<file path="src/hw/rtl/uec_pkg.sv">
// Shared types, constants and calendar helpers for the Unix time to calendar converter.
// Used by the stage modules and the top level.
package uec_pkg;

    // Calendar range
    localparam int FIRST_YEAR        = 1970;
    localparam int DEFAULT_LAST_YEAR = 2100;
    localparam int CENTURY_YEAR      = 2100;

    // A second of day is split as (seconds >> DAY_SHIFT) / DAY_ODD, since 86400 = 675 * 128.
    localparam int DAY_SHIFT = 7;
    localparam int DAY_ODD   = 675;

    // Reciprocal multipliers, rounded down, so an estimate is at most one below the quotient.
    localparam int DIV675_SHIFT  = 35;
    localparam longint DIV675_MUL = 50903316;
    localparam int DIV60_SHIFT   = 22;
    localparam int DIV60_MUL     = 69905;
    localparam int DIV7_SHIFT    = 19;
    localparam int DIV7_MUL      = 74898;
    localparam int DIV1461_SHIFT = 26;
    localparam int DIV1461_MUL   = 45933;

    // Four-year cycles are counted from 1968, a leap year, which lies 731 days before the epoch.
    localparam int CYCLE_BASE_YEAR = 1968;
    localparam int CYCLE_OFFSET    = 731;
    localparam int CYCLE_DAYS      = 1461;
    localparam int EPOCH_WEEKDAY   = 4;

    // One input word.
    typedef struct packed {
        logic signed [32:0] epoch_seconds;
    } in_word_t;

    // One result word.
    typedef struct packed {
        logic [11:0] cal_year;
        logic [3:0]  cal_month;
        logic [4:0]  cal_day;
        logic [4:0]  hour_of_day;
        logic [5:0]  minute_of_hour;
        logic [5:0]  second_of_minute;
        logic [2:0]  day_of_week;
        logic        beyond_limit;
    } out_word_t;

    // Gregorian leap rule, evaluated on constants only.
    function automatic bit is_leap_year(input int y);
        return ((y % 4 == 0) && (y % 100 != 0)) || (y % 400 == 0);
    endfunction

    // Days from the epoch to January 1st of the given year, evaluated on constants only.
    function automatic int days_before_year(input int y);
        int total;
        total = 0;
        for (int yy = FIRST_YEAR; yy < y; yy++)
        begin
            total += is_leap_year(yy) ? 366 : 365;
        end
        return total;
    endfunction

    // Day of year at which a month starts, months counted from zero.
    function automatic logic [8:0] month_start(input logic [3:0] idx, input logic leap);
        logic [8:0] base;
        unique case (idx)
            4'd0:    base = 9'd0;
            4'd1:    base = 9'd31;
            4'd2:    base = 9'd59;
            4'd3:    base = 9'd90;
            4'd4:    base = 9'd120;
            4'd5:    base = 9'd151;
            4'd6:    base = 9'd181;
            4'd7:    base = 9'd212;
            4'd8:    base = 9'd243;
            4'd9:    base = 9'd273;
            4'd10:   base = 9'd304;
            4'd11:   base = 9'd334;
            default: base = 9'd0;
        endcase
        if (leap && (idx >= 4'd2))
        begin
            base = base + 9'd1;
        end
        return base;
    endfunction

endpackage

</file>
<file path="src/hw/rtl/uec_time_split.sv">
// Five pipeline stages that turn second of day into hour, minute and second, and days into
// weekday. Depends on uec_pkg for the reciprocal constants.
module uec_time_split
    import uec_pkg::*;
(
    input  logic        clk,
    input  logic        en,
    input  logic [16:0] sod,
    input  logic [15:0] days,
    output logic [4:0]  hour,
    output logic [5:0]  minute,
    output logic [5:0]  second,
    output logic [2:0]  wday
);

    logic [33:0] prod60;
    logic [15:0] w;
    logic [32:0] prod7;
    logic [10:0] q60_reg;
    logic [16:0] sod3_reg;
    logic [12:0] q7_reg;
    logic [15:0] w3_reg;

    logic [16:0] r60;
    logic        fix60;
    logic [10:0] mt_next;
    logic [5:0]  sec_next;
    logic [15:0] r7;
    logic [2:0]  wday_next;
    logic [10:0] mt4_reg;
    logic [5:0]  sec4_reg;
    logic [2:0]  wday4_reg;

    logic [27:0] prodh;
    logic [4:0]  hq_reg;
    logic [10:0] mt5_reg;
    logic [5:0]  sec5_reg;
    logic [2:0]  wday5_reg;

    logic [10:0] rh;
    logic        fixh;
    logic [4:0]  hour_next;
    logic [5:0]  min_next;
    logic [4:0]  hour6_reg;
    logic [5:0]  min6_reg;
    logic [5:0]  sec6_reg;
    logic [2:0]  wday6_reg;

    logic [4:0]  hour_reg;
    logic [5:0]  min_reg;
    logic [5:0]  sec_reg;
    logic [2:0]  wday_reg;

    // Estimate minute of day and weekday quotient.
    assign prod60 = 34'(sod) * 34'(DIV60_MUL);
    assign w      = days + 16'(EPOCH_WEEKDAY);
    assign prod7  = 33'(w) * 33'(DIV7_MUL);

    always_ff @(posedge clk)
    begin
        if (en)
        begin
            q60_reg  <= prod60[DIV60_SHIFT +: 11];
            sod3_reg <= sod;
            q7_reg   <= prod7[DIV7_SHIFT +: 13];
            w3_reg   <= w;
        end
    end

    // Correct both estimates and take the remainders.
    always_comb
    begin
        r60       = sod3_reg - (17'(q60_reg) * 17'(60));
        fix60     = r60 >= 17'(60);
        mt_next   = q60_reg + 11'(fix60);
        sec_next  = fix60 ? 6'(r60 - 17'(60)) : r60[5:0];
        r7        = w3_reg - (16'(q7_reg) * 16'(7));
        wday_next = (r7 >= 16'(7)) ? 3'(r7 - 16'(7)) : r7[2:0];
    end

    always_ff @(posedge clk)
    begin
        if (en)
        begin
            mt4_reg   <= mt_next;
            sec4_reg  <= sec_next;
            wday4_reg <= wday_next;
        end
    end

    // Estimate the hour from minute of day.
    assign prodh = 28'(mt4_reg) * 28'(DIV60_MUL);

    always_ff @(posedge clk)
    begin
        if (en)
        begin
            hq_reg    <= prodh[DIV60_SHIFT +: 5];
            mt5_reg   <= mt4_reg;
            sec5_reg  <= sec4_reg;
            wday5_reg <= wday4_reg;
        end
    end

    // Correct the hour and take the minute.
    always_comb
    begin
        rh        = mt5_reg - (11'(hq_reg) * 11'(60));
        fixh      = rh >= 11'(60);
        hour_next = hq_reg + 5'(fixh);
        min_next  = fixh ? 6'(rh - 11'(60)) : rh[5:0];
    end

    always_ff @(posedge clk)
    begin
        if (en)
        begin
            hour6_reg <= hour_next;
            min6_reg  <= min_next;
            sec6_reg  <= sec5_reg;
            wday6_reg <= wday5_reg;
        end
    end

    // Last stage lines the time fields up with the date pipeline.
    always_ff @(posedge clk)
    begin
        if (en)
        begin
            hour_reg <= hour6_reg;
            min_reg  <= min6_reg;
            sec_reg  <= sec6_reg;
            wday_reg <= wday6_reg;
        end
    end

    assign hour   = hour_reg;
    assign minute = min_reg;
    assign second = sec_reg;
    assign wday   = wday_reg;

endmodule

</file>
<file path="config.mk">
export PLATFORM = sky130hd
export DESIGN_NAME = uec_time_split
export DESIGN_NICKNAME = d
export VERILOG_FILES = /design/src/hw/rtl/uec_pkg.sv /design/src/hw/rtl/uec_time_split.sv
export SDC_FILE = /design/constraint.sdc
export NUM_CORES = 1
export LEC_CHECK = 0
export BUFFER_PORTS_ARGS = -buffer_cell sky130_fd_sc_hd__buf_2
export CORE_MARGIN = 2
export CORE_UTILIZATION = 50
export CTS_CLUSTER_SIZE = 20
export DETAILED_ROUTE_END_ITERATION = 8
export GPL_ROUTABILITY_DRIVEN = 0
export PLACE_DENSITY = 0.78
export SLEW_MARGIN = 30
export SYNTH_ARGS = -nofsm -noshare
export SYNTH_HDL_FRONTEND = slang
export SYNTH_SLANG_ARGS = --single-unit
</file>
<file path="constraint.sdc">
create_clock -name clk -period 6.66 [get_ports clk]
set_clock_uncertainty 0.15 [all_clocks]
set_input_delay 0.999 -clock clk [delete_from_list [all_inputs] [get_ports clk]]
set_output_delay 0.999 -clock clk [all_outputs]
set_load 0.03 [all_outputs]
</file>
Yosys cells after proc, flatten, opt, wreduce, memory -nomap -nowiden
Index checks and enable logic that the tools add are counted.

Flip-flop bits (word level): 142. Input bits: 35.

Multiplexer cells: 3. Order comparisons: 3. Multiply operators: 6. Add/subtract/negate cells: 9.

Operators with widths (count): $mul 17x17->33 const B (1); $mul 16x16->31 const B (1); $mul 11x17->27 const B (1); $ge 17x6->1 const B (1); $sub 17x17->17 (1); $add 16x3->16 const B (1); $ge 16x3->1 const B (1); $mul 13x3->16 const B (1); $sub 16x16->16 (1); $mul 11x4->15 const B (1); $mux 6 (2); $sub 6x6->6 const B (2); $add 11x1->11 (1); $ge 11x6->1 const B (1); $sub 11x11->11 (1); $mul 5x4->9 const B (1); $add 5x1->5 (1); $mux 3 (1); $sub 3x3->3 const B (1).

Depth between registers and ports, before layout
Depth after elaboration: 4. Depth in mapped cells: 25. Mapped depth without buffers: 25.

Worst setup path after synthesis
OpenSTA, ideal clock, no wires.

Path kind: input-to-reg. Start point: input days[2]. End point: register q7_reg[12] (data pin). Cell stages on the path: 22. Data required time: 6250 ps. Data arrival time: 6096 ps. Path slack: 154 ps. Buffers on the path: 0. Path through: ha_1 > and3_1 > and2_1 > nand2_1 > xnor2_1 > ha_1 > ha_1 > fa_1 > inv_1 > fa_1 > inv_1 > fa_1 > ha_1 > a211o_1 > a211oi_1 > o21ai_1 > a31oi_2 > o21ai_2 > a31oi_2 > o311ai_1 > a21oi_1 > xnor2_1.

Word-level cells in the longest chain between the ends: 2.

RTL lines: start: declaration (line uec_time_split.sv:9) `input logic [15:0] days,`; $add 16x3->16 (line uec_time_split.sv:56) `assign w = days + 16'(EPOCH_WEEKDAY);`; named net w[10] (line uec_time_split.sv:17) `logic [15:0] w;`; $mul 16x16->31 (line uec_time_split.sv:57) `assign prod7 = 33'(w) * 33'(DIV7_MUL);`; named net prod7[31] (line uec_time_split.sv:18) `logic [32:0] prod7;`; end signal: assignment (line uec_time_split.sv:65) `q7_reg <= prod7[DIV7_SHIFT +: 13];`; end: declaration (line uec_time_split.sv:21) `logic [12:0] q7_reg;`.

The timed path passes the listed nets, and every way through them passes these cells. A chain may end at the register's enable or synchronous reset.

Worst setup path after layout
Start point: input days[4]. End point: register q7_reg[12] (data pin).

The elaborated chain is that of the path after synthesis.

==> out/metrics.cfg <==
[global_routing]
overflow = 0
met3_usage_pct = 2.633
grt_usage_pct = 19.34
grt_pass1_vias = 10040
met2_usage_pct = 33.79
grt_max_degree = 82
grt_pass1_wl_um = 47420
antenna_found_initial = 0
top_usage_layer = met2
grtUsageMet1_pct = 24.49

[finish]
drive_gt1_share_pct = 8.973
n_fill_cell = 2353
area_growth_pct = 10.39
largest_reg_flops = 17
fin_area_um2 = 16080
diodes = 0
final_core_util_pct = 56.03
layout.nets = 1841
final_cell_mix = 318 x ha_1, 194 x inv_1, 142 x edfxtp_1
mostFrequentLayoutCell = ha_1
register_area_um2 = 4264
multi_input_area_um2 = 9594

[worst_hold_path]
hold_path.class = flop to flop
min_path_cells = 0

[route]
drc_errors = 0
ant_nets = 0
drt-initial-drc-count = 679
wl_per_cell_um = 15.70
firstDrtPassIters = 5
routed_wl_um = 27900
via_per_inst = 5.467
vias = 9714

[sta]
rsz0062_at_grt = no
worst_pin_slew_ns = 0.7248
period_minus_slack_ns = 6.309
finalSetupViolCount = 0
fmax_mhz = 158.5
hold_violations = 0
fin_crit_sh_pct = 94.73
max_slew_margin_pct = 51.35
slew_viol_final = 0

[clocking]
cts_num_sinks = 142
numCtsBuffers = 17
ctsLongestPathBuffers = 2
h-tree-depth = 4
cts_tree = built
clkLatencyLatePin_ns = 0.42
clkTransAtPathRegs_ns = 0.06
root_buffer = clkbuf_16

[synthesis]
synth_flop_cell = edfxtp_1
ys_ff_latch = 142
syn_nets = 1749
synth_edf_count = 142
synth_cell_types = 69
synth_area_per_cell_um2 = 11.31
syn_area_um2 = 14570
async_flop_share_pct = 0
synthCells = 1288
yosysSeqAreaShare_pct = 29.27
yosysWarnings = 0

[place]
hpwl_um = 22960
placedInstanceArea_um2 = 15450
portBuffers = 54

[setup_path]
slowest_stage = fa_1
start_kind = input pin
crit_chain = buf_2 -> and3_1 -> nand3_1 -> xnor2_1 -> ha_1 -> ha_1 -> fa_1 -> fa_1 -> fa_1 -> ha_1 -> a2111o_1 -> a211oi_1 -> o21ai_1 -> a31oi_2 -> o21ai_2 -> a31oi_4 -> o311ai_1 -> a21oi_1 -> xnor2_1
max_stage_delay_ns = 0.54
worstSetupPathType = input pin to flop
reg2reg_depth = 24
cp_max_fo = 5
cp.arrival_ns = 6.33
required_ns = 6.68
endpoint_kind = flop

[die]
die_y_um = 174.7
coreArea_um2 = 28700
die-area_um2 = 30520
rows = 62
initial_utilization_pct = 50.75
io_pins = 55
dieWidth_um = 174.7

[status]
status = finished, final reports clean

[flow_run]
maxCapViolCount = 0

-- per-stage QoR --
stage,worst slack (ns),std cells,hold slack (ns),TNS [ns]
2_1_floorplan,0.1537,1288,0.2503,0
3_3_place_gp,0.08018,1742,0.2506,0
3_5_place_dp,-0.04723,1742,0.2545,-0.04723
4_1_cts,0.2724,1774,0.2704,0
5_1_grt,0.007400,1777,0.2725,0
6_report,0.3511,1777,0.2675,0
-- critical path, delay by kind of cell --
family | cells | cell delay, ns
compound gates | 8 | 1.68
buf+inv | 1 | 0.12
fa+ha+maj | 6 | 2.62
xor+xnor | 2 | 0.48
simple gates | 2 | 0.43
-- per-layer routing --
| layer | up-vias | share of wire [%] | wire length, µm |
|---|---|---|---|
| li1 | 4754 | - | - |
| met1 | 4721 | 45 | 12430 |
| met2 | 182 | 49 | 13740 |
| met3 | 57 | 3.4 | 951 |
| met4 | 0 | 2.8 | 784 |
| met5 | - | 0 | 0 |
-- cells by family after synthesis --
family	count (synthesis)	synth area share (%)
flops	142	29.27
xor+xnor	93	5.591
compound gates	220	10.18
buf+inv	196	5.059
mux	8	0.5669
fa+ha+maj	426	42.15
simple gates	203	7.180
-- synth_stat cells, types with 3 or more instances --
cell type    n  area (µm²)
ha_1       318        3979
inv_1      194       728.2
edfxtp_1   142        4264
fa_1       108        2162
xnor2_1     61       534.3
a21oi_1     52       260.3
nor2_1      48       180.2
nand2_1     41       153.9
o21ai_0     40       200.2
xor2_1      32       280.3
a21o_1      22       165.2
nor2b_1     20       125.1
o21a_1      18       135.1
nor3_1      17       85.08
and3_1      16       100.1
nand3_1     16       80.08
nand2b_1    13       81.33
a31oi_1      9       56.30
o21bai_1     9       67.56
a211oi_1     7       52.55
a2111oi_0    6       52.55
mux2i_1      6       60.06
nand4_1      6       37.54
o21ai_1      5       25.02
o2111ai_1    4       35.03
o31ai_1      4       30.03
a21boi_0     3       22.52
a221oi_1     3       26.28
a22oi_1      3       22.52
nor3_2       3       30.03
o22ai_1      3       18.77
o311ai_0     3       26.28
o311ai_1     3       26.28
or2_2        3       18.77
or4_1        3       22.52
-- layout make-up --
| type | count | area share, % |
|---|---|---|
| tap | 384 | 2.988 |
| timing repair buffer | 75 | 2.723 |
| multi-input combinational | 950 | 59.66 |
| sequential | 142 | 26.52 |
| inverter | 194 | 4.528 |
| clock buffer | 17 | 2.645 |
| clock inverter | 15 | 0.9414 |
-- repair_timing --
| item | 4_1_cts | 5_1_grt |
|---|---|---|
| hold buffers | 0 | 0 |
| resized for setup | 0 | 3 |
| buffers inserted | 0 | 3 |
| setup endpoints to repair | 0 | 10 |
-- worst paths after layout --
kind,startpoint,to,slack [ns]
setup / recovery,days[4],q7_reg[12],0.35
hold / removal,sec5_reg[2],sec6_reg[2],0.27
setup reg to reg,q60_reg[0],mt4_reg[8],0.40
hold reg to reg,sec5_reg[2],sec6_reg[2],0.27
Power is not shown: default switching activity piles up to over one toggle a cycle in this logic, so the estimate is an artifact.
