==> src/hw/rtl/uec_pkg.sv <==
// Shared types, constants and calendar helpers for the Unix time to calendar converter.
// Used by the stage modules and the top level.
package uec_pkg;

    // Calendar range
    localparam int FIRST_YEAR        = 1970;
    localparam int DEFAULT_LAST_YEAR = 2100;
    localparam int CENTURY_YEAR      = 2100;

    // A second of day is split as (seconds >> DAY_SHIFT) / DAY_ODD, since 86400 = 675 * 128.
    localparam int DAY_SHIFT = 7;
    localparam int DAY_ODD   = 675;

    // Reciprocal multipliers, rounded down, so an estimate is at most one below the quotient.
    localparam int DIV675_SHIFT  = 35;
    localparam longint DIV675_MUL = 50903316;
    localparam int DIV60_SHIFT   = 22;
    localparam int DIV60_MUL     = 69905;
    localparam int DIV7_SHIFT    = 19;
    localparam int DIV7_MUL      = 74898;
    localparam int DIV1461_SHIFT = 26;
    localparam int DIV1461_MUL   = 45933;

    // Four-year cycles are counted from 1968, a leap year, which lies 731 days before the epoch.
    localparam int CYCLE_BASE_YEAR = 1968;
    localparam int CYCLE_OFFSET    = 731;
    localparam int CYCLE_DAYS      = 1461;
    localparam int EPOCH_WEEKDAY   = 4;

    // One input word.
    typedef struct packed {
        logic signed [32:0] epoch_seconds;
    } in_word_t;

    // One result word.
    typedef struct packed {
        logic [11:0] cal_year;
        logic [3:0]  cal_month;
        logic [4:0]  cal_day;
        logic [4:0]  hour_of_day;
        logic [5:0]  minute_of_hour;
        logic [5:0]  second_of_minute;
        logic [2:0]  day_of_week;
        logic        beyond_limit;
    } out_word_t;

    // Gregorian leap rule, evaluated on constants only.
    function automatic bit is_leap_year(input int y);
        return ((y % 4 == 0) && (y % 100 != 0)) || (y % 400 == 0);
    endfunction

    // Days from the epoch to January 1st of the given year, evaluated on constants only.
    function automatic int days_before_year(input int y);
        int total;
        total = 0;
        for (int yy = FIRST_YEAR; yy < y; yy++)
        begin
            total += is_leap_year(yy) ? 366 : 365;
        end
        return total;
    endfunction

    // Day of year at which a month starts, months counted from zero.
    function automatic logic [8:0] month_start(input logic [3:0] idx, input logic leap);
        logic [8:0] base;
        unique case (idx)
            4'd0:    base = 9'd0;
            4'd1:    base = 9'd31;
            4'd2:    base = 9'd59;
            4'd3:    base = 9'd90;
            4'd4:    base = 9'd120;
            4'd5:    base = 9'd151;
            4'd6:    base = 9'd181;
            4'd7:    base = 9'd212;
            4'd8:    base = 9'd243;
            4'd9:    base = 9'd273;
            4'd10:   base = 9'd304;
            4'd11:   base = 9'd334;
            default: base = 9'd0;
        endcase
        if (leap && (idx >= 4'd2))
        begin
            base = base + 9'd1;
        end
        return base;
    endfunction

endpackage

==> src/hw/rtl/uec_date_split.sv <==
// Five pipeline stages that turn days since the epoch into year, month and day of month.
// Depends on uec_pkg for the calendar helpers and constants.
module uec_date_split
    import uec_pkg::*;
#(
    parameter int LAST_YEAR = DEFAULT_LAST_YEAR
)
(
    input  logic        clk,
    input  logic        en,
    input  logic [15:0] days,
    output logic [11:0] year,
    output logic [3:0]  month,
    output logic [4:0]  day,
    output logic        beyond
);

    // First day past the last year, and March 1st of the century year that skips a leap day.
    localparam logic [15:0] END_DAY = 16'(days_before_year(LAST_YEAR + 1));
    localparam logic [15:0] FIX_DAY = 16'(days_before_year(CENTURY_YEAR) + 59);

    logic [15:0] dfix;
    logic [31:0] prod;
    logic [5:0]  c3_reg;
    logic [15:0] d3_reg;
    logic        beyond3_reg;

    logic [15:0] r;
    logic        fix;
    logic [5:0]  c4_reg;
    logic [10:0] r4_reg;
    logic        beyond4_reg;

    logic [1:0]  yi;
    logic [8:0]  doy_next;
    logic [11:0] year5_reg;
    logic [8:0]  doy5_reg;
    logic        leap5_reg;
    logic        beyond5_reg;

    logic [3:0]  midx;
    logic [3:0]  midx6_reg;
    logic [11:0] year6_reg;
    logic [8:0]  doy6_reg;
    logic        leap6_reg;
    logic        beyond6_reg;

    logic [8:0]  day_off;
    logic [11:0] year_reg;
    logic [3:0]  month_reg;
    logic [4:0]  day_reg;
    logic        beyond_reg;

    // Rebase to 1968 and add the missing leap day after February of the century year, so
    // plain four-year cycles hold over the whole range; then estimate the cycle count.
    assign dfix = days + 16'(CYCLE_OFFSET) + 16'(days >= FIX_DAY);
    assign prod = 32'(dfix) * 32'(DIV1461_MUL);

    always_ff @(posedge clk)
    begin
        if (en)
        begin
            c3_reg      <= prod[DIV1461_SHIFT +: 6];
            d3_reg      <= dfix;
            beyond3_reg <= days >= END_DAY;
        end
    end

    // Correct the cycle count and take the day within the cycle.
    assign r   = d3_reg - (16'(c3_reg) * 16'(CYCLE_DAYS));
    assign fix = r >= 16'(CYCLE_DAYS);

    always_ff @(posedge clk)
    begin
        if (en)
        begin
            c4_reg      <= c3_reg + 6'(fix);
            r4_reg      <= fix ? 11'(r - 16'(CYCLE_DAYS)) : r[10:0];
            beyond4_reg <= beyond3_reg;
        end
    end

    // Year within the cycle; the first year of each cycle is the leap year.
    always_comb
    begin
        priority if (r4_reg < 11'd366)
        begin
            yi       = 2'd0;
            doy_next = r4_reg[8:0];
        end
        else if (r4_reg < 11'd731)
        begin
            yi       = 2'd1;
            doy_next = 9'(r4_reg - 11'd366);
        end
        else if (r4_reg < 11'd1096)
        begin
            yi       = 2'd2;
            doy_next = 9'(r4_reg - 11'd731);
        end
        else
        begin
            yi       = 2'd3;
            doy_next = 9'(r4_reg - 11'd1096);
        end
    end

    always_ff @(posedge clk)
    begin
        if (en)
        begin
            year5_reg   <= 12'(CYCLE_BASE_YEAR) + {4'd0, c4_reg, 2'd0} + 12'(yi);
            doy5_reg    <= doy_next;
            leap5_reg   <= yi == 2'd0;
            beyond5_reg <= beyond4_reg;
        end
    end

    // Month index is the number of later month starts already reached.
    always_comb
    begin
        midx = 4'd0;
        for (int k = 1; k < 12; k++)
        begin
            if (doy5_reg >= month_start(4'(k), leap5_reg))
            begin
                midx = midx + 4'd1;
            end
        end
    end

    always_ff @(posedge clk)
    begin
        if (en)
        begin
            midx6_reg   <= midx;
            year6_reg   <= year5_reg;
            doy6_reg    <= doy5_reg;
            leap6_reg   <= leap5_reg;
            beyond6_reg <= beyond5_reg;
        end
    end

    // Day of month, or the saturated last day when past the last year.
    assign day_off = doy6_reg - month_start(midx6_reg, leap6_reg);

    always_ff @(posedge clk)
    begin
        if (en)
        begin
            beyond_reg <= beyond6_reg;
            if (beyond6_reg)
            begin
                year_reg  <= 12'(LAST_YEAR);
                month_reg <= 4'd12;
                day_reg   <= 5'd31;
            end
            else
            begin
                year_reg  <= year6_reg;
                month_reg <= midx6_reg + 4'd1;
                day_reg   <= day_off[4:0] + 5'd1;
            end
        end
    end

    assign year   = year_reg;
    assign month  = month_reg;
    assign day    = day_reg;
    assign beyond = beyond_reg;

endmodule

==> config.mk <==
export PLATFORM = sky130hd
export DESIGN_NAME = uec_date_split
export DESIGN_NICKNAME = d
export VERILOG_FILES = /design/src/hw/rtl/uec_pkg.sv /design/src/hw/rtl/uec_date_split.sv
export SDC_FILE = /design/constraint.sdc
export NUM_CORES = 1
export LEC_CHECK = 0
export ABC_CLOCK_PERIOD_IN_PS = 14540
export BUFFER_PORTS_ARGS = -buffer_cell sky130_fd_sc_hd__buf_2
export CAP_MARGIN = 20
export CORE_UTILIZATION = 34
export DETAILED_ROUTE_END_ITERATION = 10
export GPL_ROUTABILITY_DRIVEN = 0
export HOLD_SLACK_MARGIN = 0.03
export SKIP_CTS_REPAIR_TIMING = 1
export SKIP_LAST_GASP = 1
export SYNTH_ARGS = -nofsm -noshare
export SYNTH_HDL_FRONTEND = slang
export SYNTH_SLANG_ARGS = --single-unit
==> constraint.sdc <==
create_clock -name clk -period 14.54 [get_ports clk]
set_input_delay 0.727 -clock clk [delete_from_list [all_inputs] [get_ports clk]]
set_output_delay 0.727 -clock clk [all_outputs]
set_load 0.03 [all_outputs]
After elaboration in Yosys (flattened, before gate mapping)
Memory sizes are Yosys's and may differ from the RTL's. A register that Yosys moved wholly into a read port is not among the register bits.
Index checks and enable logic that the tools add are counted.
{"block": "word_totals", "elab_cells": 96, "rom_bits": 144, "output_inout_bits": 22, "in_bits": 18, "ff_bits": 109, "n_memories": 1}
{"name": "(no name shown)", "depth": 16, "width": 9, "rd": 1, "rd_clocked_by_memory_dff": 1, "wr": 0, "line_no": "uec_pkg.sv:66", "text": "unique case (idx)"}
{"block": "op_classes", "muxes": 30, "n_lt_le_gt_ge": 18, "mul": 2, "n_reduce_logical": 2, "addsub": 24}
{"operator": "$mux W4", "count": 12}
{"operator": "$add A4 B1 Y4 const B", "count": 11}
{"operator": "$ge A9 B8 Y1", "count": 4}
{"operator": "$ge A16 B16 Y1 const B", "count": 2}
{"operator": "$mul A16 B16 Y32 const B", "count": 1}
{"operator": "$ge A9 B9 Y1", "count": 3}
{"operator": "$mux W9", "count": 3}
{"operator": "$ge A9 B7 Y1", "count": 2}
{"operator": "$add A16 B1 Y16", "count": 1}
{"operator": "$add A16 B10 Y16 const B", "count": 1}
{"operator": "$ge A16 B11 Y1 const B", "count": 1}
{"operator": "$mul A6 B11 Y16 const B", "count": 1}
{"operator": "$sub A16 B16 Y16", "count": 1}
{"operator": "$add A11 B8 Y12 const A", "count": 1}
{"operator": "$add A12 B2 Y12", "count": 1}
{"operator": "$lt A11 B10 Y1 const B", "count": 1}
{"operator": "$lt A11 B11 Y1 const B", "count": 1}
{"operator": "$lt A11 B9 Y1 const B", "count": 1}
{"operator": "$mux W11", "count": 1}
{"operator": "$sub A11 B11 Y11 const B", "count": 1}
{"operator": "$add A5 B1 Y5 const B", "count": 2}
{"operator": "$ge A9 B5 Y1 const B", "count": 1}
{"operator": "$ge A9 B6 Y1", "count": 1}
{"operator": "$sub A9 B7 Y9 const B", "count": 1}
{"operator": "other kinds (11)", "count": 21}

Logic depth before layout (Yosys ltp)
{"block": "depth", "ltp_word": 23, "mapped_depth": 37, "mapped_depth_nobuf": 37}

Least setup slack after synthesis
No wires, ideal clock.
{"block": "synth_timing", "path_kind": "input to register", "from": "input days[0]", "to": "register c3_reg[5], data pin", "setup_slack_ns": 6.241, "t_arrival_ns": 8.039, "n_path_buf": 0, "path_stages": 34, "required_ns": 14.280, "setup_ns": 0.260, "cell_sequence": "o21ai_0 -> nand2b_1 -> a31o_2 -> a311oi_1 -> o21ai_0 -> nand2_1 -> ha_1 -> a21o_1 -> and2_1 -> nor2b_1 -> o31ai_1 -> a21boi_0 -> and3_1 -> xor2_1 -> ha_1 -> fa_1 -> fa_1 -> fa_1 -> fa_1 -> inv_1 -> fa_1 -> inv_1 -> ha_1 -> a21o_1 -> a21o_1 -> a21oi_1 -> nor2b_1 -> o31ai_1 -> nand3_1 -> a22oi_1 -> nand2_1 -> or4_1 -> a31oi_1 -> xnor2_1"}
{"block": "synth_between", "elab_chain_len": 3, "word_cells_on_any_way": 4, "cone_classes": "add/sub: 2; mul: 1; order compare: 1"}
{"item": "start: declaration", "line_no": "uec_date_split.sv:11", "text": "input logic [15:0] days,"}
{"item": "$add A16 B10 Y16 / $ge A16 B16 Y1 (equally long branches)", "line_no": "uec_date_split.sv:56", "text": "assign dfix = days + 16'(CYCLE_OFFSET) + 16'(days >= FIX_DAY);"}
{"item": "$add A16 B1 Y16 *", "line_no": "uec_date_split.sv:56"}
{"item": "via dfix[13]", "line_no": "uec_date_split.sv:22", "text": "logic [15:0] dfix;"}
{"item": "$mul A16 B16 Y32 *", "line_no": "uec_date_split.sv:57", "text": "assign prod = 32'(dfix) * 32'(DIV1461_MUL);"}
{"item": "via prod[31]", "line_no": "uec_date_split.sv:23", "text": "logic [31:0] prod;"}
{"item": "end signal: assignment", "line_no": "uec_date_split.sv:63", "text": "c3_reg <= prod[DIV1461_SHIFT +: 6];"}
{"item": "end: declaration", "line_no": "uec_date_split.sv:24", "text": "logic [5:0] c3_reg;"}
Mark *: on every way through the listed nets, which the timed path passes. The rest lies on a longest branch.
A chain may end at the register's enable or synchronous reset.

==> flow_summary.toml <==
[worst_hold_path]
destination_of_the_worst_hold_path = "year5_reg[3]"
min_from = "c4_reg[1]"
hold_depth = 0
holdCritPathClass = "reg2reg"

[grt]
grt_use_total = 0.1302
grt_start_max_net_pins = 60
remaining_global_route_overflow = 0
via_count_of_the_first_global_routing_pass = 8578
grt_antenna_before_repair = 0
grt_first_pass_wirelength_um = 40710

[critical_path]
setup.reg_to_reg.worst_slack_ns = 5.71
worstSetupPathType = "reg2reg"
crit_top_cell = "ha_1"
cpPeakStageDelay_ns = 0.51
worst-endpoint-required_ns = 14.80
timing.critical_path.to_type = "flip-flop"
reg2regPathDepth = 36
r2r_start = "leap5_reg"
critPathMaxFanout = 6
arrival_time_of_data_at_the_critical_path_endpoint_ns = 9.09
cp_slowest_cell = "a2111oi_1"
startpoint_type = "flip-flop"

[finish]
layout-area-overhead-vs-synth_pct = 8.746
layout-drive-gt1-share = 0.07407
largest_register_ffs = 16
final_common_cell = "inv_1"
final_area_mm2 = 0.01403
antenna-diode-count = 0
nets = 1644
top_library_cells_by_usage_in_the_layout_fill_and_taps_aside = "inv_1, ha_1, fa_1"

[die]
io_pins = 40
floorplan.die.width_um = 196.8
fp.coreArea_mm2 = 0.03696
die_y_um = 196.8
floorplan.rows = 70
initial_utilization = 0.3492
design.die.area_mm2 = 0.03874

[sta]
finalCriticalPeriod_ns = 8.830
timing.final.max_slew_violations = 0
tightestPinTransition_ns = 1.070
max_clock_freq_ghz = 0.1132
final_hold_vios = 0
final_min_period_over_clock_period = 0.6073
timing.clock.skew_ns = 0.01290
setup_viol = 0
timing.slew.headroom = 0.2815
fin_tns_setup_ns = 0
rsz_0062_raised_after_global_routing = "false"

[placed_design]
place.port_buffers = 39
detailed_place_hpwl_um = 20170
placedInstanceArea_mm2 = 0.01371

[routing]
wl_per_cell_um = 13.40
ant_nets = 0
detailroute.via_count = 8368
first_pass_iters = 5
drt-total-wl_um = 24110
vias_per_cell = 4.649
drc_errors = 0
initialDrtViolationCount = 388

[yosys]
synth.cell_area_mm2 = 0.01290
yosys_register_bits = 111
synth-main-ff-cell = "edfxtp_1"
async_flop_share = 0
count_of_flip_flops_with_a_built_in_enable_after_synthesis = 106
post_synth.cell_area_avg_um2 = 10.33
synth_sequential_area_ratio = 0.2544
synthesis.yosys.warnings = 0
postSynthCellCount = 1249
synth.distinct_cells = 81
synthesis.nets = 1602

[run]
cap_viol_max_count = 0

[cts]
ctsLongestPathBuffers = 2
clock-sinks = 111
ctsHtreeMaxLevel = 3
clk_pin_slew_ns = 0.09
cts-buffers-inserted = 9
cts_tree = "built"
clkLatencyLatePin_ns = 0.36
root_buffer = "clkbuf_16"

[status]
outcome = "completed"
[how the worst max path moves through the flow]
stage | start | endpoint
floorplan | days[0] | c3_reg[5]
global placement | days[0] | c3_reg[5]
detailed placement | days[0] | c3_reg[5]
CTS | days[0] | c3_reg[5]
global route | leap5_reg | flip-flop
finish | leap5_reg | flip-flop
[cell families (layout without fill, tap and decap cells)]
kind of cell	count (synthesis)	after routing	share of synthesized area
adders and majority gates	335	335	0.3952
buffers and inverters	309	356	0.09085
and+or+nand+nor	208	208	0.08212
AOI/OAI and AO/OA	184	184	0.09754
DFF	111	111	0.2544
xor gates and xnor gates	90	90	0.06903
muxes	12	12	0.01086
[critical path, delay by kind of cell (launching register included)]
family,cells,cell delay (ns)
multiplexers,4,1.14
adder cells (fa/ha/maj),11,3.25
AO/OA/AOI/OAI,9,2.24
AND/OR/NAND/NOR,9,1.31
buffers and inverters,3,0.35
flip-flops,1,0.45
[synth_stat cells, drive strengths merged (7+ instances only)]
master  count  share of area
a21o       14         0.0081
nor3        7         0.0027
nor2b      17         0.0082
nand4       7         0.0034
fa        121           0.19
inv       293          0.085
nand3      16         0.0062
o21ai      32          0.012
edfxtp    106           0.25
xor2       35          0.025
or2        11         0.0053
ha        214           0.21
xnor2      51          0.036
o21a        7         0.0041
nand2      41          0.012
nand2b     15         0.0073
and3        8         0.0039
and2        9         0.0044
nor2       59          0.017
clkbuf     11         0.0032
o31ai       9         0.0052
a31oi       8         0.0039
a21oi      52          0.021
a211oi      7         0.0054
[per-layer routing]
layer | share of wire | up-vias | global-route usage | routed length [um]
li1 | - | 4232 | - | -
met1 | 0.47 | 4008 | 0.1656 | 11370
met3 | 0.029 | 19 | 0.01831 | 699
met2 | 0.49 | 109 | 0.2340 | 11800
met5 | 0 | - | 0 | 0
met4 | 0.010 | 0 | 0.02613 | 240
[layout make-up]
type                    instances  area [um^2]
multi-input cells             829         8449
repair buffers                 46        247.7
inverters                     294         1104
flip-flops and latches        111         3283
well taps                     504        630.6
clock inverters                 7        93.84
clock buffers                   9        225.2
fillers                      3680        22930
[per-stage QoR]
stage / std cells / setup WS, ns / utilization / hold slack, ns
2_1_floorplan: 1249 / 6.241 / - / 0.4003
3_3_place_gp: 1783 / 5.564 / 0.3709 / 0.4004
3_5_place_dp: 1783 / 5.349 / 0.3709 / 0.4045
4_1_cts: 1799 / 5.733 / 0.3796 / 0.4236
5_1_grt: 1800 / 5.113 / 0.3797 / 0.4295
6_report: 1800 / 5.710 / 0.3797 / 0.4193
Power is left out: the tool's default activity adds up to more than one toggle a clock period on the data nets, which glitch-free logic cannot reach.
