$ cat config.mk
export PLATFORM = sky130hd
export DESIGN_NAME = uec_day_split
export DESIGN_NICKNAME = d
export VERILOG_FILES = /design/src/hw/rtl/uec_pkg.sv /design/src/hw/rtl/uec_day_split.sv
export SDC_FILE = /design/constraint.sdc
export NUM_CORES = 1
export LEC_CHECK = 0
export ABC_AREA = 1
export BUFFER_PORTS_ARGS = -buffer_cell sky130_fd_sc_hd__buf_2
export CAP_MARGIN = 20
export CORE_UTILIZATION = 59
export CTS_BUF_LIST = sky130_fd_sc_hd__clkbuf_8 sky130_fd_sc_hd__clkbuf_16
export DETAILED_ROUTE_END_ITERATION = 10
export PLACE_DENSITY = 0.85
export SLEW_MARGIN = 20
export SYNTH_ARGS = -nofsm -noshare
export SYNTH_HDL_FRONTEND = slang
export SYNTH_SLANG_ARGS = --single-unit
$ cat constraint.sdc
create_clock -name clk -period 5.72 [get_ports clk]
set_clock_uncertainty 0.05 [all_clocks]
set_input_delay 0.286 -clock clk [delete_from_list [all_inputs] [get_ports clk]]
set_output_delay 0.286 -clock clk [all_outputs]
set_load 0.02 [all_outputs]
$ cat src/hw/rtl/uec_pkg.sv
// Shared types, constants and calendar helpers for the Unix time to calendar converter.
// Used by the stage modules and the top level.
package uec_pkg;

    // Calendar range
    localparam int FIRST_YEAR        = 1970;
    localparam int DEFAULT_LAST_YEAR = 2100;
    localparam int CENTURY_YEAR      = 2100;

    // A second of day is split as (seconds >> DAY_SHIFT) / DAY_ODD, since 86400 = 675 * 128.
    localparam int DAY_SHIFT = 7;
    localparam int DAY_ODD   = 675;

    // Reciprocal multipliers, rounded down, so an estimate is at most one below the quotient.
    localparam int DIV675_SHIFT  = 35;
    localparam longint DIV675_MUL = 50903316;
    localparam int DIV60_SHIFT   = 22;
    localparam int DIV60_MUL     = 69905;
    localparam int DIV7_SHIFT    = 19;
    localparam int DIV7_MUL      = 74898;
    localparam int DIV1461_SHIFT = 26;
    localparam int DIV1461_MUL   = 45933;

    // Four-year cycles are counted from 1968, a leap year, which lies 731 days before the epoch.
    localparam int CYCLE_BASE_YEAR = 1968;
    localparam int CYCLE_OFFSET    = 731;
    localparam int CYCLE_DAYS      = 1461;
    localparam int EPOCH_WEEKDAY   = 4;

    // One input word.
    typedef struct packed {
        logic signed [32:0] epoch_seconds;
    } in_word_t;

    // One result word.
    typedef struct packed {
        logic [11:0] cal_year;
        logic [3:0]  cal_month;
        logic [4:0]  cal_day;
        logic [4:0]  hour_of_day;
        logic [5:0]  minute_of_hour;
        logic [5:0]  second_of_minute;
        logic [2:0]  day_of_week;
        logic        beyond_limit;
    } out_word_t;

    // Gregorian leap rule, evaluated on constants only.
    function automatic bit is_leap_year(input int y);
        return ((y % 4 == 0) && (y % 100 != 0)) || (y % 400 == 0);
    endfunction

    // Days from the epoch to January 1st of the given year, evaluated on constants only.
    function automatic int days_before_year(input int y);
        int total;
        total = 0;
        for (int yy = FIRST_YEAR; yy < y; yy++)
        begin
            total += is_leap_year(yy) ? 366 : 365;
        end
        return total;
    endfunction

    // Day of year at which a month starts, months counted from zero.
    function automatic logic [8:0] month_start(input logic [3:0] idx, input logic leap);
        logic [8:0] base;
        unique case (idx)
            4'd0:    base = 9'd0;
            4'd1:    base = 9'd31;
            4'd2:    base = 9'd59;
            4'd3:    base = 9'd90;
            4'd4:    base = 9'd120;
            4'd5:    base = 9'd151;
            4'd6:    base = 9'd181;
            4'd7:    base = 9'd212;
            4'd8:    base = 9'd243;
            4'd9:    base = 9'd273;
            4'd10:   base = 9'd304;
            4'd11:   base = 9'd334;
            default: base = 9'd0;
        endcase
        if (leap && (idx >= 4'd2))
        begin
            base = base + 9'd1;
        end
        return base;
    endfunction

endpackage

$ cat src/hw/rtl/uec_day_split.sv
// Two pipeline stages that split a non-negative timestamp into whole days and second of day.
// Depends on uec_pkg for the reciprocal constants.
module uec_day_split
    import uec_pkg::*;
(
    input  logic        clk,
    input  logic        en,
    input  logic [31:0] t,
    output logic [15:0] days,
    output logic [16:0] sod
);

    logic [24:0] x;
    logic [50:0] prod;
    logic [15:0] q_est_reg;
    logic [24:0] x_reg;
    logic [6:0]  lo_reg;
    logic [25:0] q_mul;
    logic [24:0] rem;
    logic        fix;
    logic [24:0] rem_fix;
    logic [15:0] days_reg;
    logic [15:0] days_next;
    logic [16:0] sod_reg;
    logic [16:0] sod_next;

    // First stage: estimate (t >> 7) / 675 through a reciprocal multiply.
    assign x    = t[31:DAY_SHIFT];
    assign prod = 51'(x) * 51'(DIV675_MUL);

    always_ff @(posedge clk)
    begin
        if (en)
        begin
            q_est_reg <= prod[DIV675_SHIFT +: 16];
            x_reg     <= x;
            lo_reg    <= t[DAY_SHIFT-1:0];
        end
    end

    // Second stage: the estimate is low by at most one, so one compare and subtract fixes it.
    always_comb
    begin
        q_mul     = 26'(q_est_reg) * 26'(DAY_ODD);
        rem       = x_reg - q_mul[24:0];
        fix       = rem >= 25'(DAY_ODD);
        rem_fix   = fix ? (rem - 25'(DAY_ODD)) : rem;
        days_next = q_est_reg + 16'(fix);
        sod_next  = {rem_fix[9:0], lo_reg};
    end

    always_ff @(posedge clk)
    begin
        if (en)
        begin
            days_reg <= days_next;
            sod_reg  <= sod_next;
        end
    end

    assign days = days_reg;
    assign sod  = sod_reg;

endmodule

# [Word-level counts from Yosys, hierarchy flattened]
# Index checks and enable logic that the tools add are counted.
# W data, S select, Z words.
[word_totals] register_bits=81 input_bits=34 out_inout_bits=33 elab_cells=12
[op_classes] add_sub_neg=3 multipliers=2 magnitude_cmp=1 n_mux=1
[ops] cell="$mul A25 B24 Y49 const B" n=1
[ops] cell="$ge A25 B10 Y1 const B" n=1
[ops] cell="$mul A16 B10 Y25 const B" n=1
[ops] cell="$sub A25 B25 Y25" n=1
[ops] cell="$add A16 B1 Y16" n=1
[ops] cell="$mux W10" n=1
[ops] cell="$sub A10 B10 Y10 const B" n=1

# [Depth between registers and ports, before layout]
# Gate-level depths: netlist (run 1).
[logic_depth] ltp_word=4 ltp_mapped=34 mapped_depth_nobuf=34

# [Worst setup path after synthesis (run 1)]
# Ideal clock, no wire load.
[synth_timing] path_kind="register to register" start="reg q_est_reg[1]" end="reg days_reg[13] (netlist: days[13]) (data pin)" setup_ns=0.261 t_arrival_ns=5.570 t_required_ns=5.409 setup_slack_ns=-0.160 stages_incl_launch_ff=28 path_buffers=0 period_less_slack_ns=5.880 path_cell_list="edfxtp_1 > ha_1 > fa_1 > fa_1 > fa_1 > fa_1 > inv_1 > ha_1 > nand2_1 > nor2_2 > inv_2 > nor2_2 > nand2_1 > nand3_1 > nand2_1 > nand2_2 > nand2_2 > nor2_1 > nand3_1 > nor3b_1 > nand3b_1 > ha_1 > nand3_1 > nor3_1 > nand4_1 > nor2_1 > nand3_1 > xor2_1"
[synth_between] elab_chain_len=4
[synth_rtl] item="from (decl)" line_no="uec_day_split.sv:15" source="logic [15:0] q_est_reg;"
[synth_rtl] item="from (signal assigned)" line_no="uec_day_split.sv:35" source="q_est_reg <= prod[DIV675_SHIFT +: 16];"
[synth_rtl] item="$mul A16 B10 Y25" line_no="uec_day_split.sv:44" source="q_mul = 26'(q_est_reg) * 26'(DAY_ODD);"
[synth_rtl] item="$sub A25 B25 Y25" line_no="uec_day_split.sv:45" source="rem = x_reg - q_mul[24:0];"
[synth_rtl] item="$ge A25 B10 Y1" line_no="uec_day_split.sv:46" source="fix = rem >= 25'(DAY_ODD);"
[synth_rtl] item="$add A16 B1 Y16 *" line_no="uec_day_split.sv:48" source="days_next = q_est_reg + 16'(fix);"
[synth_rtl] item="named net days_next[13]" line_no="uec_day_split.sv:23" source="logic [15:0] days_next;"
[synth_rtl] item="to (signal assigned)" line_no="uec_day_split.sv:56" source="days_reg <= days_next;"
[synth_rtl] item="to (decl)" line_no="uec_day_split.sv:22" source="logic [15:0] days_reg;"
# Mark *: on every way through the listed nets, which the timed path passes. The rest lies on a longest branch.
# A chain may end at the register's enable or synchronous reset.

# [Worst setup path in the final report (run 1)]
[layout_timing] start="reg q_est_reg[2]" end="reg days_reg[13] (netlist: days[13]) (data pin)"
# Same word-level chain as after synthesis.

==> results of run 1 <==
[cells by family (layout without fill, tap and decap cells)]
group                    after synthesis  after routing  synth area share [%]
adder cells (fa/ha/maj)              596            596                  52.8
buffers and inverters                513            737                  11.3
AND/OR/NAND/NOR                      592            593                  14.9
flip-flops                            81             81                  14.2
other                                  0              1                     0
AO/OA/AOI/OAI                        139            139                  4.59
XOR/XNOR                              43             43                  2.20
[routing by layer]
layer / GRT usage (%) / vias up / wire [um]
met4: 17.0 / 0 / 2820
met2: 58.8 / 560 / 23400
met5: 0 / - / 0
li1: - / 6668 / -
met3: 4.30 / 186 / 2630
met1: 36.7 / 6861 / 17900
[metrics by stage]
step	setup TNS (ns)	worst slack [ns]	hold WS (ns)	std cells	cell area, um2
final	-4.21	-0.425	0.0601	2568	19800
after floorplan	0	0.00113	0.335	1964	17100
after global placement	-0.546	-0.113	0.351	2523	18800
after global routing	-8.96	-0.622	0.0504	2568	19800
after detailed placement	-2.75	-0.362	0.355	2523	18800
after CTS	-0.192	-0.0657	0.0532	2561	19500
[final cells by class]
cell class	count	area share [%]
Antenna cell	1	0.0126
Clock buffer	9	1.14
Clock inverter	7	0.511
Inverter	512	9.69
Multi-Input combinational cell	1371	66.9
Sequential cell	81	12.3
Tap cell	378	2.38
Timing Repair Buffer	209	7.13
[worst max-delay path: cells and delay by family, from the launching register on]
kind	cells	cell delay (ns)
xor+xnor	2	0.37
fa+ha+maj	6	2.13
buf+inv	4	0.38
flops	1	0.41
simple gates	18	2.54
[cells in the mapped netlist, drive strengths merged (6+ instances only)]
cell    count  share of area, %
nor3       15              0.47
nor2      100               2.3
edfxtp     81                14
nand3      64               1.9
a31oi      11              0.40
o21bai      6              0.26
fa        207                24
nor4        9              0.33
o21ai      31              0.91
ha        389                28
xor2       31               1.6
nand4      29               1.1
inv       512                11
nand3b      9              0.47
xnor2      12              0.62
a21oi      70               2.1
nand2     361               8.1
[what timing repair did]
action,4_1_cts,5_1_grt
buffers inserted,23,6
setup endpoints to repair,14,26
gates resized for setup,47,60
cloned,0,1
pin swaps,32,35
[worst min-delay path by stage]
stage	end	cells past startpoint
finish	lo_reg[1]	1
global route	lo_reg[1]	1
CTS	lo_reg[3]	1
detailed placement	sod[4]	0
global placement	sod[2]	0
floorplan	lo_reg[0]	0
==> qor.yml, run 1 <==
status: "finished with violations"
violations: "negative setup slack"
first_pass_iters: 6
ys_types: 38
place_congestion: 0.979
reg2regPathDepth: 30
first_iter_violations: 1032
relSlewSlack_pct: 32.0
cts_root_buf: "clkbuf_16"
synth-edff-count: 81
core_area_mm2: 0.0282
grt_first_pass_wirelength_mm: 73.4
avgSynthCellArea_um2: 8.70
finalSetupViolations: 21
critical_path_required_ns: 5.77
path_max_fanout: 4
min_period_over_period_pct: 107
via_per_inst: 5.56
io_pins: 67
rsz0062_at_grt: "true"
die_w_um: 172
critPathMaxStageDelay_ns: 0.56
final_antenna_net_count: 0
worst_slew_pin_slew_ns: 1.02
worstReg2RegEnd: "days[13]"
post_drt_wl_per_cell_um: 18.2
startpoint: "q_est_reg[2]"
reg2reg_slack_ns: -0.43
layout_common_cells: "504 x inv_1, 373 x ha_1, 316 x nand2_1"
syn_to_final_growth_pct: 16.1
crit_end: "days[13]"
async_flop_share_pct: 0
largest_reg_flops: 25
fin_ws_ns: -0.425
syn_area_mm2: 0.0171
syn_inst: 1964
dp_hpwl_mm: 37.9
clkSinkCount: 81
start_kind: "flip-flop"
min_period_ns: 6.15
cts_buffers: 9
final_common_cell: "inv_1"
start_util_pct: 60.7
fillers: 1989
finalHoldViolations: 0
multi_input_area_mm2: 0.0133
grt_max_degree: 82
vias: 14300
ys_seq_elements: 81
crit_slowest_cell: "fa_1"
drive_gt1_share_pct: 16.1
die_area_mm2: 0.0296
endpoint_kind: "flip-flop"
cts_tree: "built"
yosys_warnings: 0
final-max-slew-violation-count: 0
die_y_um: 172
seq_area_mm2: 0.00243
cts_hold_buffers: 0
finalCoreUtilization_pct: 70.4
r2r-start: "q_est_reg[2]"
drc: 0
routed_wl_mm: 46.7
synth_ff_type: "edfxtp_1"
overflow: 0
cap_viol_max_count: 0
grt_pass1_vias: 15300
max-clock-path-buffers: 2
max_freq_mhz: 163
hold_path.class: "primary input to flip-flop"
yosysSeqAreaShare_pct: 14.2
worstPathArrival_ns: 6.20
h-tree-depth: 3
port_buffers: 66
gr-usage-all-layers_pct: 32.3
hp-start: "t[1]"
antenna_found_initial: 1
path_clk_slew_ns: 0.06
synth_nets: 2594
clock_latency_ns: 0.36
critPathKind: "flip-flop to flip-flop"
fin_nets: 2814
row_count: 61
Power of run 1 is left out: the tool's default activity adds up to more than one toggle a clock period on the data nets, which glitch-free logic cannot reach.
==> run 2: changes to the inputs <==
--- a/config.mk
+++ b/config.mk
@@ -8,10 +8,11 @@
 export ABC_AREA = 1
 export BUFFER_PORTS_ARGS = -buffer_cell sky130_fd_sc_hd__buf_2
 export CAP_MARGIN = 20
-export CORE_UTILIZATION = 59
+export CORE_UTILIZATION = 25
 export CTS_BUF_LIST = sky130_fd_sc_hd__clkbuf_8 sky130_fd_sc_hd__clkbuf_16
+export CTS_CLUSTER_DIAMETER = 40
 export DETAILED_ROUTE_END_ITERATION = 10
-export PLACE_DENSITY = 0.85
+export PLACE_DENSITY = 0.45
 export SLEW_MARGIN = 20
 export SYNTH_ARGS = -nofsm -noshare
 export SYNTH_HDL_FRONTEND = slang
==> run 2 against run 1 <==
  * The run still ends with negative setup slack left
  * First-iteration DRC count down 57%
  * Flip-flop and latch count stayed put
  * Critical path type unchanged
  * Largest cell class unchanged
  * Count of clock-buffer cells in the layout is the same
  * Core utilization fell by 39 points
  * Register-to-register slack improved by 0.23 ns
  * Sequential share of layout area shrank 0.77 points
  * Maximum frequency rose by 3.9%
  * Cell count rose by 22%
  * Highest routed layer unchanged
==> qor.yml, run 2 (synthesized netlist as in run 1, its figures left out) <==
status: "finished with violations"  # unchanged
violations: "negative setup slack"  # unchanged
place_congestion: 0.874  # was 0.979
cts_buffers: 9  # unchanged
grt_pass1_vias: 14500  # was 15300
critPathKind: "flip-flop to flip-flop"  # unchanged
finalHoldViolations: 0  # unchanged
cap_viol_max_count: 0  # unchanged
reg2regPathDepth: 27  # was 30
path_depth: 27  # was 30
final-max-slew-violation-count: 0  # unchanged
die_y_um: 263  # was 172 um
rsz0062_at_grt: "true"  # unchanged
drive_gt1_share_pct: 19.4  # was 16.1%
final_antenna_net_count: 0  # unchanged
holdPathStages: 1  # unchanged
antenna_found_initial: 1  # unchanged
crit_slowest_cell: "fa_2"  # was fa_1
overflow: 0  # unchanged
fillers: 7154  # was 1989
seq_area_mm2: 0.00243  # unchanged
final_common_cell: "inv_1"  # unchanged
drc: 0  # unchanged
fin_ws_ns: -0.192  # was -0.425 ns
endpoint_kind: "flip-flop"  # unchanged
routed_wl_mm: 46.6  # was 46.7 mm
post_drt_wl_per_cell_um: 14.9  # was 18.2 um
start_util_pct: 25.3  # was 60.7%
worst_slew_pin_slew_ns: 0.710  # was 1.02 ns
path_clk_slew_ns: 0.07  # was 0.06 ns
h-tree-depth: 3  # unchanged
first_iter_violations: 444  # was 1032
crit_buf_inv: 4  # unchanged
min_period_over_period_pct: 103  # was 107%
min_period_ns: 5.91  # was 6.15 ns
cts_root_buf: "clkbuf_16"  # unchanged
die_area_mm2: 0.0694  # was 0.0296 mm2
worstPathArrival_ns: 5.99  # was 6.20 ns
vias: 13400  # was 14300
first_pass_iters: 5  # was 6
cts_tree: "built"  # unchanged
path_max_fanout: 4  # unchanged
clock_latency_ns: 0.37  # was 0.36 ns
io_pins: 67  # unchanged
gr-usage-all-layers_pct: 14.1  # was 32.3%
grt_max_degree: 53  # was 82
diodes: 0  # was 1
finalSetupViolations: 17  # was 21
critical_path_required_ns: 5.79  # was 5.77 ns
fin_nets: 2888  # was 2814
via_per_inst: 4.26  # was 5.56
largest_reg_flops: 25  # unchanged
core_area_mm2: 0.0674  # was 0.0282 mm2
cp_common_cell: "nand2_2"
start_kind: "flip-flop"  # unchanged
relSlewSlack_pct: 52.7  # was 32.0%
hold_path.class: "primary input to flip-flop"  # unchanged
cp_top_family: "adder cells"  # was simple AND/OR/NAND/NOR gates
max_freq_mhz: 169  # was 163 MHz
critPathMaxStageDelay_ns: 0.59  # was 0.56 ns
port_buffers: 66  # unchanged
max-clock-path-buffers: 2  # unchanged
grt_first_pass_wirelength_mm: 77.1  # was 73.4 mm
row_count: 95  # was 61
clkSinkCount: 81  # unchanged
die_w_um: 263  # was 172 um
finalSetupTns_ns: -1.60  # was -4.21 ns
dp_hpwl_mm: 41.1  # was 37.9 mm
layout_common_cells: "499 x inv_1, 372 x ha_1, 314 x nand2_1"  # was 504 x inv_1, 373 x ha_1, 316 x nand2_1
syn_to_final_growth_pct: 24.0  # was 16.1%
multi_input_area_mm2: 0.0134  # was 0.0133 mm2
[run 2: worst paths after layout]
kind         slack [ns]         start        end
min reg2reg        0.37     lo_reg[5]     sod[5]
max reg2reg       -0.19  q_est_reg[3]   days[13]
max               -0.19  q_est_reg[3]   days[13]
min                0.04          t[0]  lo_reg[0]
[run 2: metrics by stage]
stage / instances / setup WS (ns) / hold WS, ns / util [%] / cell area [um2]
floorplan: 1964 / 0.00113 / 0.335 / - / 17100
global placement: 3084 / -0.337 / 0.350 / 29.6 / 20000
CTS: 3130 / -0.148 / 0.0137 / 30.8 / 20800
global route: 3136 / -0.439 / 0.0213 / 31.4 / 21200
detailed placement: 3084 / -0.488 / 0.357 / 29.6 / 20000
finish: 3136 / -0.192 / 0.0404 / 31.4 / 21200
[run 2: cell type report]
class	count	area share, %
tap	873	5.16
sequential	81	11.5
clock buffer	9	1.06
timing repair buffer	283	9.65
inverter	512	9.08
multi-input combinational	1371	63.3
clock inverter	7	0.290
[run 2: what timing repair did]
item / 4_1_cts / 5_1_grt
gates cloned: 0 / 1
gates resized for setup: 63 / 84
setup endpoints to repair: 14 / 24
pin swaps: 38 / 66
buffers inserted: 33 / 13
hold buffers: 0 / 0
[run 2: worst reg2reg max path, delay by kind of cell (launching register included)]
| family | cells | cell delay (ns) |
|---|---|---|
| adders and majority gates | 7 | 2.78 |
| and+or+nand+nor | 14 | 1.70 |
| xor gates and xnor gates | 1 | 0.15 |
| DFF | 1 | 0.50 |
| buffers and inverters | 4 | 0.42 |
| AOI/OAI and AO/OA | 1 | 0.06 |
[run 2: routing by layer]
| metal | global-route usage, % | vias up | wire, um |
|---|---|---|---|
| met5 | 0 | - | 0 |
| met4 | 3.29 | 0 | 734 |
| met3 | 1.28 | 35 | 657 |
| met2 | 25.0 | 111 | 22700 |
| met1 | 18.4 | 6406 | 22500 |
| li1 | - | 6807 | - |
Power of run 2 is left out for the same reason.
